==> src/rtl/crts_pkg.sv <==
// Shared types and constants for the column run threshold segmenter.
package crts_pkg;

    localparam int PIX_W    = 16;
    localparam int COORD_W  = 12;
    localparam int YEND_W   = 13;
    localparam int INDEX_W  = 10;
    localparam int CFG_IDX_W  = 2;
    localparam int CFG_DATA_W = 16;

    localparam int IN_TDATA_W  = 88;
    localparam int IN_TUSER_W  = 2;
    localparam int OUT_TDATA_W = 48;

    // Output queue must hold the two results of one bin on top of what waits.
    localparam int QUEUE_DEPTH = 4;
    localparam int QPTR_W      = 2;
    localparam int QCNT_W      = 3;

    // Configuration register indexes
    localparam logic [CFG_IDX_W-1:0] CFG_THRESHOLD_LOW  = 2'd0;
    localparam logic [CFG_IDX_W-1:0] CFG_THRESHOLD_HIGH = 2'd1;
    localparam logic [CFG_IDX_W-1:0] CFG_LED_MODE       = 2'd2;

    typedef struct packed {
        logic [PIX_W-1:0] threshold_high;
        logic [PIX_W-1:0] threshold_low;
        logic             led_mode;
    } cfg_t;

    typedef struct packed {
        logic             frame_first;
        logic             column_last;
        logic             column_first;
        logic [COORD_W-1:0] row_y;
        logic [COORD_W-1:0] column_x;
        logic [PIX_W-1:0] pixel_bottom_right;
        logic [PIX_W-1:0] pixel_bottom_left;
        logic [PIX_W-1:0] pixel_top_right;
        logic [PIX_W-1:0] pixel_top_left;
    } item_t;

    typedef struct packed {
        logic               last_of_run;
        logic [INDEX_W-1:0] seg_index;
        logic [YEND_W-1:0]  seg_y_end;
        logic [COORD_W-1:0] seg_y_start;
        logic [COORD_W-1:0] seg_x;
    } result_t;

    // Results of one bin, packed in order: slot 0 first.
    typedef struct packed {
        logic [1:0] count;
        result_t    res1;
        result_t    res0;
    } push_t;

endpackage

==> src/rtl/crts_bin_judge.sv <==
// Marks a 2x2 bin against the intensity window (maximum or any-pixel rule).
module crts_bin_judge (
    input  crts_pkg::cfg_t  cfg,
    input  crts_pkg::item_t item,
    output logic            marked
);

    logic [crts_pkg::PIX_W-1:0] max_top;
    logic [crts_pkg::PIX_W-1:0] max_bottom;
    logic [crts_pkg::PIX_W-1:0] max_all;
    logic [3:0]                 pix_in;
    logic                       max_in;

    always_comb begin
        max_top    = (item.pixel_top_right > item.pixel_top_left) ?
                     item.pixel_top_right : item.pixel_top_left;
        max_bottom = (item.pixel_bottom_right > item.pixel_bottom_left) ?
                     item.pixel_bottom_right : item.pixel_bottom_left;
        max_all    = (max_bottom > max_top) ? max_bottom : max_top;

        pix_in[0] = (item.pixel_top_left >= cfg.threshold_low) &&
                    (item.pixel_top_left <= cfg.threshold_high);
        pix_in[1] = (item.pixel_top_right >= cfg.threshold_low) &&
                    (item.pixel_top_right <= cfg.threshold_high);
        pix_in[2] = (item.pixel_bottom_left >= cfg.threshold_low) &&
                    (item.pixel_bottom_left <= cfg.threshold_high);
        pix_in[3] = (item.pixel_bottom_right >= cfg.threshold_low) &&
                    (item.pixel_bottom_right <= cfg.threshold_high);
        max_in    = (max_all >= cfg.threshold_low) && (max_all <= cfg.threshold_high);

        marked = cfg.led_mode ? (|pix_in) : max_in;
    end

endmodule

==> src/rtl/crts_run_tracker.sv <==
// Run state per column and segment numbering; yields up to two segments per bin.
module crts_run_tracker #(
    parameter int MAX_SEGMENTS = 1024
) (
    input  logic            aclk,
    input  logic            aresetn,
    input  logic            step,
    input  crts_pkg::item_t item,
    input  logic            marked,
    output crts_pkg::push_t push
);

    localparam int CNT_W = $clog2(MAX_SEGMENTS + 1);
    localparam logic [CNT_W-1:0] MAX_CNT = CNT_W'(MAX_SEGMENTS);

    logic                         prev_unmarked_reg, prev_unmarked_next;
    logic                         run_open_reg, run_open_next;
    logic [crts_pkg::COORD_W-1:0] run_start_reg, run_start_next;
    logic [crts_pkg::COORD_W-1:0] run_last_reg, run_last_next;
    logic [CNT_W-1:0]             seg_count_reg, seg_count_next;

    logic             pu, po, open1, start_run;
    logic [CNT_W-1:0] cnt0, cnt1;
    logic             emit_a, emit_b;
    crts_pkg::result_t res_a, res_b;

    always_comb begin
        cnt0 = item.frame_first ? '0 : seg_count_reg;
        pu   = item.column_first ? 1'b1 : prev_unmarked_reg;
        po   = item.column_first ? 1'b0 : run_open_reg;

        // A marked bin after an unmarked one closes the open run first.
        start_run = marked && pu;
        emit_a    = start_run && po && (cnt0 < MAX_CNT);
        cnt1      = cnt0 + CNT_W'(emit_a);

        run_start_next = start_run ? item.row_y : run_start_reg;
        run_last_next  = marked ? item.row_y : run_last_reg;
        open1          = marked | po;

        emit_b = item.column_last && open1 && (cnt1 < MAX_CNT);
        seg_count_next = cnt1 + CNT_W'(emit_b);

        run_open_next      = item.column_last ? 1'b0 : open1;
        prev_unmarked_next = item.column_last ? 1'b1 : !marked;

        res_a.seg_x       = item.column_x;
        res_a.seg_y_start = run_start_reg;
        res_a.seg_y_end   = {1'b0, run_last_reg} + 13'd1;
        res_a.seg_index   = crts_pkg::INDEX_W'(cnt0);
        res_a.last_of_run = !emit_b;

        res_b.seg_x       = item.column_x;
        res_b.seg_y_start = run_start_next;
        res_b.seg_y_end   = {1'b0, run_last_next} + 13'd1;
        res_b.seg_index   = crts_pkg::INDEX_W'(cnt1);
        res_b.last_of_run = 1'b1;

        // Compact: slot 0 holds the first segment that exists.
        push.res0  = emit_a ? res_a : res_b;
        push.res1  = res_b;
        push.count = step ? ({1'b0, emit_a} + {1'b0, emit_b}) : 2'd0;
    end

    always_ff @(posedge aclk) begin
        if (!aresetn) begin
            prev_unmarked_reg <= 1'b1;
            run_open_reg      <= 1'b0;
            run_start_reg     <= '0;
            run_last_reg      <= '0;
            seg_count_reg     <= '0;
        end else if (step) begin
            prev_unmarked_reg <= prev_unmarked_next;
            run_open_reg      <= run_open_next;
            run_start_reg     <= run_start_next;
            run_last_reg      <= run_last_next;
            seg_count_reg     <= seg_count_next;
        end
    end

endmodule

==> src/rtl/crts_out_queue.sv <==
// Small result queue: takes zero, one or two results per cycle, sends one when m_axis_tready allows.
module crts_out_queue (
    input  logic              aclk,
    input  logic              aresetn,
    input  crts_pkg::push_t   push,
    output logic              room_for_two,
    output logic              m_axis_tvalid,
    input  logic              m_axis_tready,
    output crts_pkg::result_t head
);

    crts_pkg::result_t            store_reg [crts_pkg::QUEUE_DEPTH];
    logic [crts_pkg::QPTR_W-1:0]  wr_ptr_reg, wr_ptr_next;
    logic [crts_pkg::QPTR_W-1:0]  rd_ptr_reg, rd_ptr_next;
    logic [crts_pkg::QCNT_W-1:0]  count_reg, count_next;
    logic [crts_pkg::QPTR_W-1:0]  wr_ptr_second;
    logic                         pop;

    always_comb begin
        m_axis_tvalid = (count_reg != '0);
        head          = store_reg[rd_ptr_reg];
        pop           = m_axis_tvalid && m_axis_tready;
        room_for_two  = (count_reg <= crts_pkg::QCNT_W'(crts_pkg::QUEUE_DEPTH - 2));
        wr_ptr_second = wr_ptr_reg + crts_pkg::QPTR_W'(1);
        wr_ptr_next   = wr_ptr_reg + crts_pkg::QPTR_W'(push.count);
        rd_ptr_next   = rd_ptr_reg + crts_pkg::QPTR_W'(pop);
        count_next    = count_reg + crts_pkg::QCNT_W'(push.count)
                        - crts_pkg::QCNT_W'(pop);
    end

    always_ff @(posedge aclk) begin
        if (push.count != 2'd0) begin
            store_reg[wr_ptr_reg] <= push.res0;
        end
        if (push.count == 2'd2) begin
            store_reg[wr_ptr_second] <= push.res1;
        end
    end

    always_ff @(posedge aclk) begin
        if (!aresetn) begin
            wr_ptr_reg <= '0;
            rd_ptr_reg <= '0;
            count_reg  <= '0;
        end else begin
            wr_ptr_reg <= wr_ptr_next;
            rd_ptr_reg <= rd_ptr_next;
            count_reg  <= count_next;
        end
    end

endmodule

==> src/rtl/column_run_threshold_segmenter.sv <==
// Top level of the column run threshold segmenter.
//
// Bins (2x2 pixels) arrive on the s_axis channel, walking down each column:
// tlast marks the last bin of a column, tuser carries column_first and
// frame_first. Each bin is registered, judged against the intensity window
// and fed to the run tracker once the queue has room for two beats. A finished
// run leaves on the m_axis channel as one segment beat; a bin can yield zero,
// one or two beats, and m_axis_tlast marks the last beat caused by that bin.
// A bin waits in item_reg; its beats are then registered in the output queue.
// Throughput: one bin per cycle while results drain at one beat per cycle;
// a bin that closes two runs needs two output beats. The four-entry
// output queue decouples the sides, so bins keep flowing while a beat waits.
// Stall: when m_axis_tready stays low the queue fills and s_axis_tready drops
// until there is room for two more beats; nothing is lost or duplicated.
// Reset (aresetn low, synchronous): run state and segment count clear, the
// window opens to 0..65535 in maximum mode, both channels go empty. The window
// registers (cfg_wr_en/cfg_index/cfg_wr_data; index 0 low bound, 1 high bound,
// 2 LED mode): the user writes them only while idle, unenforced by the block.
module column_run_threshold_segmenter #(
    parameter int MAX_SEGMENTS = 1024
) (
    input  logic                                aclk,
    input  logic                                aresetn,

    input  logic                                cfg_wr_en,
    input  logic [crts_pkg::CFG_IDX_W-1:0]      cfg_index,
    input  logic [crts_pkg::CFG_DATA_W-1:0]     cfg_wr_data,

    input  logic                                s_axis_tvalid,
    output logic                                s_axis_tready,
    // pixel_top_left, pixel_top_right, pixel_bottom_left, pixel_bottom_right,
    // column_x, row_y
    input  logic [crts_pkg::IN_TDATA_W-1:0]     s_axis_tdata,
    // column_first, frame_first
    input  logic [crts_pkg::IN_TUSER_W-1:0]     s_axis_tuser,
    input  logic                                s_axis_tlast,

    output logic                                m_axis_tvalid,
    input  logic                                m_axis_tready,
    // seg_x, seg_y_start, seg_y_end, seg_index, zero pad
    output logic [crts_pkg::OUT_TDATA_W-1:0]    m_axis_tdata,
    output logic                                m_axis_tlast
);

    crts_pkg::cfg_t    cfg_reg;
    crts_pkg::item_t   item_reg, item_next;
    logic              item_valid_reg, item_valid_next;
    logic              marked;
    logic              room_for_two;
    logic              advance;
    logic              accept;
    crts_pkg::push_t   push;
    crts_pkg::result_t head;

    always_ff @(posedge aclk) begin
        if (!aresetn) begin
            cfg_reg.threshold_low  <= '0;
            cfg_reg.threshold_high <= '1;
            cfg_reg.led_mode       <= 1'b0;
        end else if (cfg_wr_en) begin
            unique case (cfg_index)
                crts_pkg::CFG_THRESHOLD_LOW:  cfg_reg.threshold_low  <= cfg_wr_data;
                crts_pkg::CFG_THRESHOLD_HIGH: cfg_reg.threshold_high <= cfg_wr_data;
                crts_pkg::CFG_LED_MODE:       cfg_reg.led_mode       <= cfg_wr_data[0];
                default: ;
            endcase
        end
    end

    always_comb begin
        // Advance the held bin only when the queue can take both possible beats.
        advance       = item_valid_reg && room_for_two;
        s_axis_tready = !item_valid_reg || advance;
        accept        = s_axis_tvalid && s_axis_tready;

        item_next.pixel_top_left     = s_axis_tdata[15:0];
        item_next.pixel_top_right    = s_axis_tdata[31:16];
        item_next.pixel_bottom_left  = s_axis_tdata[47:32];
        item_next.pixel_bottom_right = s_axis_tdata[63:48];
        item_next.column_x           = s_axis_tdata[75:64];
        item_next.row_y              = s_axis_tdata[87:76];
        item_next.column_first       = s_axis_tuser[0];
        item_next.frame_first        = s_axis_tuser[1];
        item_next.column_last        = s_axis_tlast;

        item_valid_next = accept ? 1'b1 : (advance ? 1'b0 : item_valid_reg);
    end

    always_ff @(posedge aclk) begin
        if (!aresetn) begin
            item_valid_reg <= 1'b0;
        end else begin
            item_valid_reg <= item_valid_next;
        end
    end

    always_ff @(posedge aclk) begin
        if (accept) begin
            item_reg <= item_next;
        end
    end

    crts_bin_judge u_judge (
        .cfg    (cfg_reg),
        .item   (item_reg),
        .marked (marked)
    );

    crts_run_tracker #(
        .MAX_SEGMENTS (MAX_SEGMENTS)
    ) u_tracker (
        .aclk    (aclk),
        .aresetn (aresetn),
        .step    (advance),
        .item    (item_reg),
        .marked  (marked),
        .push    (push)
    );

    crts_out_queue u_queue (
        .aclk          (aclk),
        .aresetn       (aresetn),
        .push          (push),
        .room_for_two  (room_for_two),
        .m_axis_tvalid (m_axis_tvalid),
        .m_axis_tready (m_axis_tready),
        .head          (head)
    );

    assign m_axis_tdata = {1'b0, head.seg_index, head.seg_y_end,
                           head.seg_y_start, head.seg_x};
    assign m_axis_tlast = head.last_of_run;

endmodule

==> config.mk <==
export PLATFORM = sky130hd
export DESIGN_NAME = column_run_threshold_segmenter
export DESIGN_NICKNAME = d
export VERILOG_FILES = /design/src/rtl/crts_pkg.sv /design/src/rtl/crts_bin_judge.sv /design/src/rtl/crts_run_tracker.sv /design/src/rtl/crts_out_queue.sv /design/src/rtl/column_run_threshold_segmenter.sv
export SDC_FILE = /design/constraint.sdc
export NUM_CORES = 1
export LEC_CHECK = 0
export BUFFER_PORTS_ARGS = -buffer_cell sky130_fd_sc_hd__buf_4
export CORE_MARGIN = 8
export CORE_UTILIZATION = 32
export CTS_CLUSTER_DIAMETER = 40
export DETAILED_ROUTE_END_ITERATION = 6
export HOLD_SLACK_MARGIN = 0.03
export PLACE_DENSITY = 0.47
export REMOVE_ABC_BUFFERS = 1
export SYNTH_ARGS = -nofsm -noshare
export SYNTH_HDL_FRONTEND = slang
export SYNTH_HIERARCHICAL = 1
export SYNTH_SLANG_ARGS = --single-unit
==> constraint.sdc <==
create_clock -name aclk -period 14.15 [get_ports aclk]
set_clock_uncertainty 0.2 [all_clocks]
set_input_delay 1.415 -clock aclk [delete_from_list [all_inputs] [get_ports aclk]]
set_output_delay 1.415 -clock aclk [all_outputs]
set_load 0.005 [all_outputs]
After elaboration in Yosys (flattened, before gate mapping)
Memory sizes are Yosys's and may differ from the RTL's. A register that Yosys moved wholly into a read port is not among the register bits. Cells that the tools add are included.

Register bits after elaboration: 169. Output and inout bits: 51. Memory bits (writable): 192. Bits in read-only memories: 0. Memories kept: 1. Bits in latches: 0. Bits of input ports: 114.

Memories: u_queue.store_reg (depth 4, width 48, rd ports 1, clocked after Yosys merged registers in 1, write ports 2, RTL line crts_out_queue.sv:12) `crts_pkg::result_t store_reg [crts_pkg::QUEUE_DEPTH];`.

Shifts and indexed selects: 0. Multipliers: 0. Bitwise gates (word level): 1. Magnitude comparators: 16. $add $sub $neg: 10. Div/mod/pow operators: 0. Equal/unequal tests: 3. Muxes and demuxes: 20. Reductions and logical operators: 25.

Operator list (count): 16-bit greater-or-equal comparator (5); 16-bit less-or-equal comparator (5); 16-bit > comparator (3); 16-bit two-way mux (3); 48-bit two-way mux (1); 12-bit by 1-bit adder with 13-bit output (second input constant) (2); 12-bit two-way mux (2); 11-bit by 1-bit adder with 11-bit output (2); 11-bit < comparator (second input constant) (2); 1-bit logical AND (13); 1-bit two-way mux (11); 11-bit two-way mux (1); 2-bit AND reduction (3); 2-bit == test (second input constant) (2); 2-bit two-way mux (2); 2-bit nonzero test (2); 4-bit OR reduction (1); 3-bit by 2-bit adder with 3-bit output (1); 3-bit by 2-bit less-or-equal comparator with 1-bit output (second input constant) (1); 1-bit zero test (3); 3-bit nonzero test (1); 3-bit by 1-bit subtractor with 3-bit output (1); 1-bit by 1-bit adder with 2-bit output (1); 2-bit by 1-bit adder with 2-bit output (1); other kinds (6) (6).

Longest topological paths before layout
Depth after elaboration: 18. Gate-level depth with buffers: 46. Mapped depth without buffers: 39.

By module
Netlist, hierarchy kept.

Modules (own cells, without submodules): crts_out_queue (area each 9660.5 sq um, seq. area each 5905.7 sq um, cells each 509, times used 1); crts_bin_judge (area each 5789.3 sq um, seq. area each 0.0 sq um, cells each 754, times used 1); column_run_threshold_segmenter (area each 4259.1 sq um, seq. area each 3413.3 sq um, cells each 248, times used 1); crts_run_tracker (area each 3422.0 sq um, seq. area each 740.7 sq um, cells each 449, times used 1).

Worst setup path after synthesis
Ideal clock, no wire load.

Path kind: reg2reg. Start point: register item_reg[31] in the netlist's numbering. End point: memory u_queue/store_reg[0][0] in the netlist's numbering, enable pin. Path slack: 2159 ps. Required time: 13430 ps. Clock period less this slack: 11991 ps. Cell stages (with the launch flop): 39. Arrival time: 11271 ps. Path through: edfxtp_1 ha_1 nand4_1 or2_1 o22a_1 and3_1 buf_2 buf_2 o21ai_0 a21boi_1 ha_1 a21o_1 a21o_1 a2111oi_2 o21bai_2 o2bb2ai_2 buf_2 a211oi_1 (+3 left out) or2_2 or3_1 o21ai_0 a31o_2 buf_4 buf_6 nand4_2 inv_1 buf_2 ha_1 ha_1 nand3_2 nor3_4 xnor2_1 or3_1 a21oi_1 o21bai_1 o21ai_0.

RTL lines: from (decl) (RTL line column_run_threshold_segmenter.sv:46) `crts_pkg::item_t item_reg, item_next;`; from (signal assigned) (RTL line column_run_threshold_segmenter.sv:99) `item_reg <= item_next;`; to (decl) (RTL line crts_out_queue.sv:12).

==> impl_metrics.yaml <==
worst_setup_path:
  worst_setup_path_start_kind: "register"
  crit_type: "register to register"
  worstPathRequired_ns: 14.18
  worstSetupEndpointType: "register"
  critical-path-slowest-cell: "and3_1"
  critPathArrivalTime_ns: 12.75
  reg2reg_depth: 36
  cpPeakStageDelay_ns: 0.95
  crit_fanout: 44
  cp_common_cell: "ha_1"
sta:
  period_minus_slack_ns: 12.72
  setup_ws_ns: 1.43
  tightestPinTransition_ns: 1.04
  maxSlewViolCount: 0
  setup_viol: 0
  max_slew_margin: 0.307
  rsz0062_at_grt: "false"
  fmax_mhz: 78.6
  hold_viol: 0
  finalCritPeriodShare: 0.899
  tns_ns: 0
die:
  core_area_sq_um: 71500
  rows: 98
  die_h_um: 285
  pin_count: 165
  die-area_sq_um: 81100
  die_width_um: 285
  initial_core_util: 0.324
clocking:
  hold_buffers: 0
  root_buffer: "clkbuf_16"
  cts_buffers: 76
  cts_tree: "done"
  postCtsSetupBuffers: 0
  h-tree-depth: 3
  clk_pin_slew_ns: 0.05
  cts.path.max_buffers: 3
  cts_resized: 0
  clock-sinks: 361
  clk_latency_ns: 0.62
job:
  cap_violations: 0
logic_synthesis:
  synth_area_sq_um: 23100
  yosys_most_used_dff: "edfxtp_1"
  synth_cells: 1960
  ys_ff_latch: 361
  syn_area_per_cell_sq_um: 11.8
  synth-edff-count: 283
  ys_seq_area_frac: 0.435
  ys_types: 104
  async_reset_ff_frac: 0
  ys.warnings.count: 6
placed_design:
  port_buffers: 163
  gp_congestion: 0.861
  dp_hpwl_um: 48900
  pre_cts_ws_ns: 1.49
  dp_cells: 2972
drt:
  first_iter_violations: 922
  drcViolationCount: 0
  wl_per_cell_um: 22.5
  antenna_left: 0
  vias_per_cell: 5.29
  vias: 16461
  dr.pass1.iters: 5
  routed_wl_um: 70100
hold_path:
  whs_path_depth: 2
  hold_path_class: "register to register"
cells_and_area:
  largest_reg_flops: 192
  stdcell_count: 3114
  antenna_cells: 0
  num-fill-cells: 6825
  area_growth_syn_to_layout_pct: 20.1
  drive_above_1_share: 0.261
  nets: 2431
outcome:
  outcome: "completed"
grt:
  antenna_found_initial: 0
  grt_max_degree: 70
  grt_pass1_wl_um: 106000
  grt.overflow.total: 0
  first_global_vias: 17494
  grt_usage: 0.168
pwr:
  p_leak_nw: 11.1
  vdd_drop_max_mv: 0.0929
  power.density_nw_per_um2: 162
==> report_power, final <==
part	internal, mW	switching, mW
sequential	1.28	0.0804
combinational	0.582	0.672
clock	1.24	0.646
total	3.10	1.40
==> per-layer routing <==
metal | wire length [um] | up-vias | track usage
li1 | - | 7824 | -
met1 | 32300 | 8133 | 0.224
met2 | 32900 | 394 | 0.277
met3 | 2860 | 110 | 0.0290
met4 | 1990 | 0 | 0.0549
met5 | 0 | - | 0
==> worst max-delay path, delay by kind of cell (launching register included) <==
kind	cells	cell delay (ns)
flops	1	0.45
fa+ha+maj	5	1.42
simple gates	12	4.07
xor+xnor	1	0.17
compound gates	13	4.14
buf+inv	5	1.80
==> cell type report <==
| cell class | count | area [sq um] | area share |
|---|---|---|---|
| Multi-Input combinational cell | 1361 | 12000 | 0.430 |
| Sequential cell | 361 | 10100 | 0.362 |
| Clock buffer | 90 | 2010 | 0.0725 |
| Timing Repair Buffer | 186 | 1410 | 0.0507 |
| Tap cell | 950 | 1190 | 0.0428 |
| Clock inverter | 52 | 727 | 0.0262 |
| Inverter | 114 | 429 | 0.0154 |
==> placed cells by master (no fill, tap or decap), types with 12 or more instances in the layout <==
master,synthesis,layout
o21a_1,12,12
edfxtp_1,283,283
nand3_1,25,25
mux2_1,58,58
nand4b_1,17,17
xnor2_1,13,13
nand2_1,112,112
a211oi_1,60,60
a31oi_1,21,21
a21oi_1,85,85
ha_1,216,216
nor2b_1,30,30
o21ai_0,84,83
mux2_2,137,137
mux4_2,48,48
a22oi_1,15,15
xor2_1,16,16
nor3_1,12,12
clkbuf_16,0,76
dfxtp_1,78,76
a21o_1,38,38
nor2_1,71,69
buf_4,32,185
mux2i_1,48,48
nand4_1,40,40
o21ai_1,13,13
inv_1,111,111
==> path summary, 6_finish.rpt <==
path / startpoint / endpoint / slack (ns)
min reg2reg: cfg_reg[11]$_SDFFE_PN0P_ / cfg_reg[11]$_SDFFE_PN0P_ / 0.26
min: cfg_reg[11]$_SDFFE_PN0P_ / cfg_reg[11]$_SDFFE_PN0P_ / 0.26
max: item_reg[33]$_DFFE_PP_ / u_queue/store_reg[2][2]$_DFFE_PP_ / 1.43
max reg2reg: item_reg[33]$_DFFE_PP_ / u_queue/store_reg[2][2]$_DFFE_PP_ / 1.43
==> Yosys cell counts (39+ instances only) <==
library cell	count	area, sq um
mux2_1	58	653
mux2_2	137	1540
o21ai_0	84	420
edfxtp_1	283	8500
a21oi_1	85	425
mux4_2	48	1080
nand4_1	40	250
ha_1	216	2700
clkbuf_1	39	146
inv_1	111	417
dfxtp_1	78	1560
mux2i_1	48	480
nor2_1	71	267
a211oi_1	60	450
nand2_1	112	420
==> cell families (layout without fill, tap and decap cells) <==
| group | Yosys count | in the layout | synth area share |
|---|---|---|---|
| compound gates | 422 | 422 | 0.125 |
| simple gates | 396 | 396 | 0.0951 |
| flops | 361 | 361 | 0.435 |
| mux | 292 | 292 | 0.163 |
| buf+inv | 238 | 442 | 0.0507 |
| fa+ha+maj | 217 | 217 | 0.118 |
| xor+xnor | 32 | 32 | 0.0136 |
| other cells | 2 | 2 | 0.000325 |
==> per-stage QoR <==
step	power (mW)	area (sq um)	hold WS (ns)	util
after CTS	4.56	27800	0.261	0.389
after detailed placement	2.63	25000	0.247	0.350
after global placement	2.61	25000	0.243	0.350
after global routing	4.74	27800	0.277	0.389
final	4.50	27800	0.258	0.389
after floorplan	2.20	22400	0.235	-
Power figures use the tool's default switching activity.
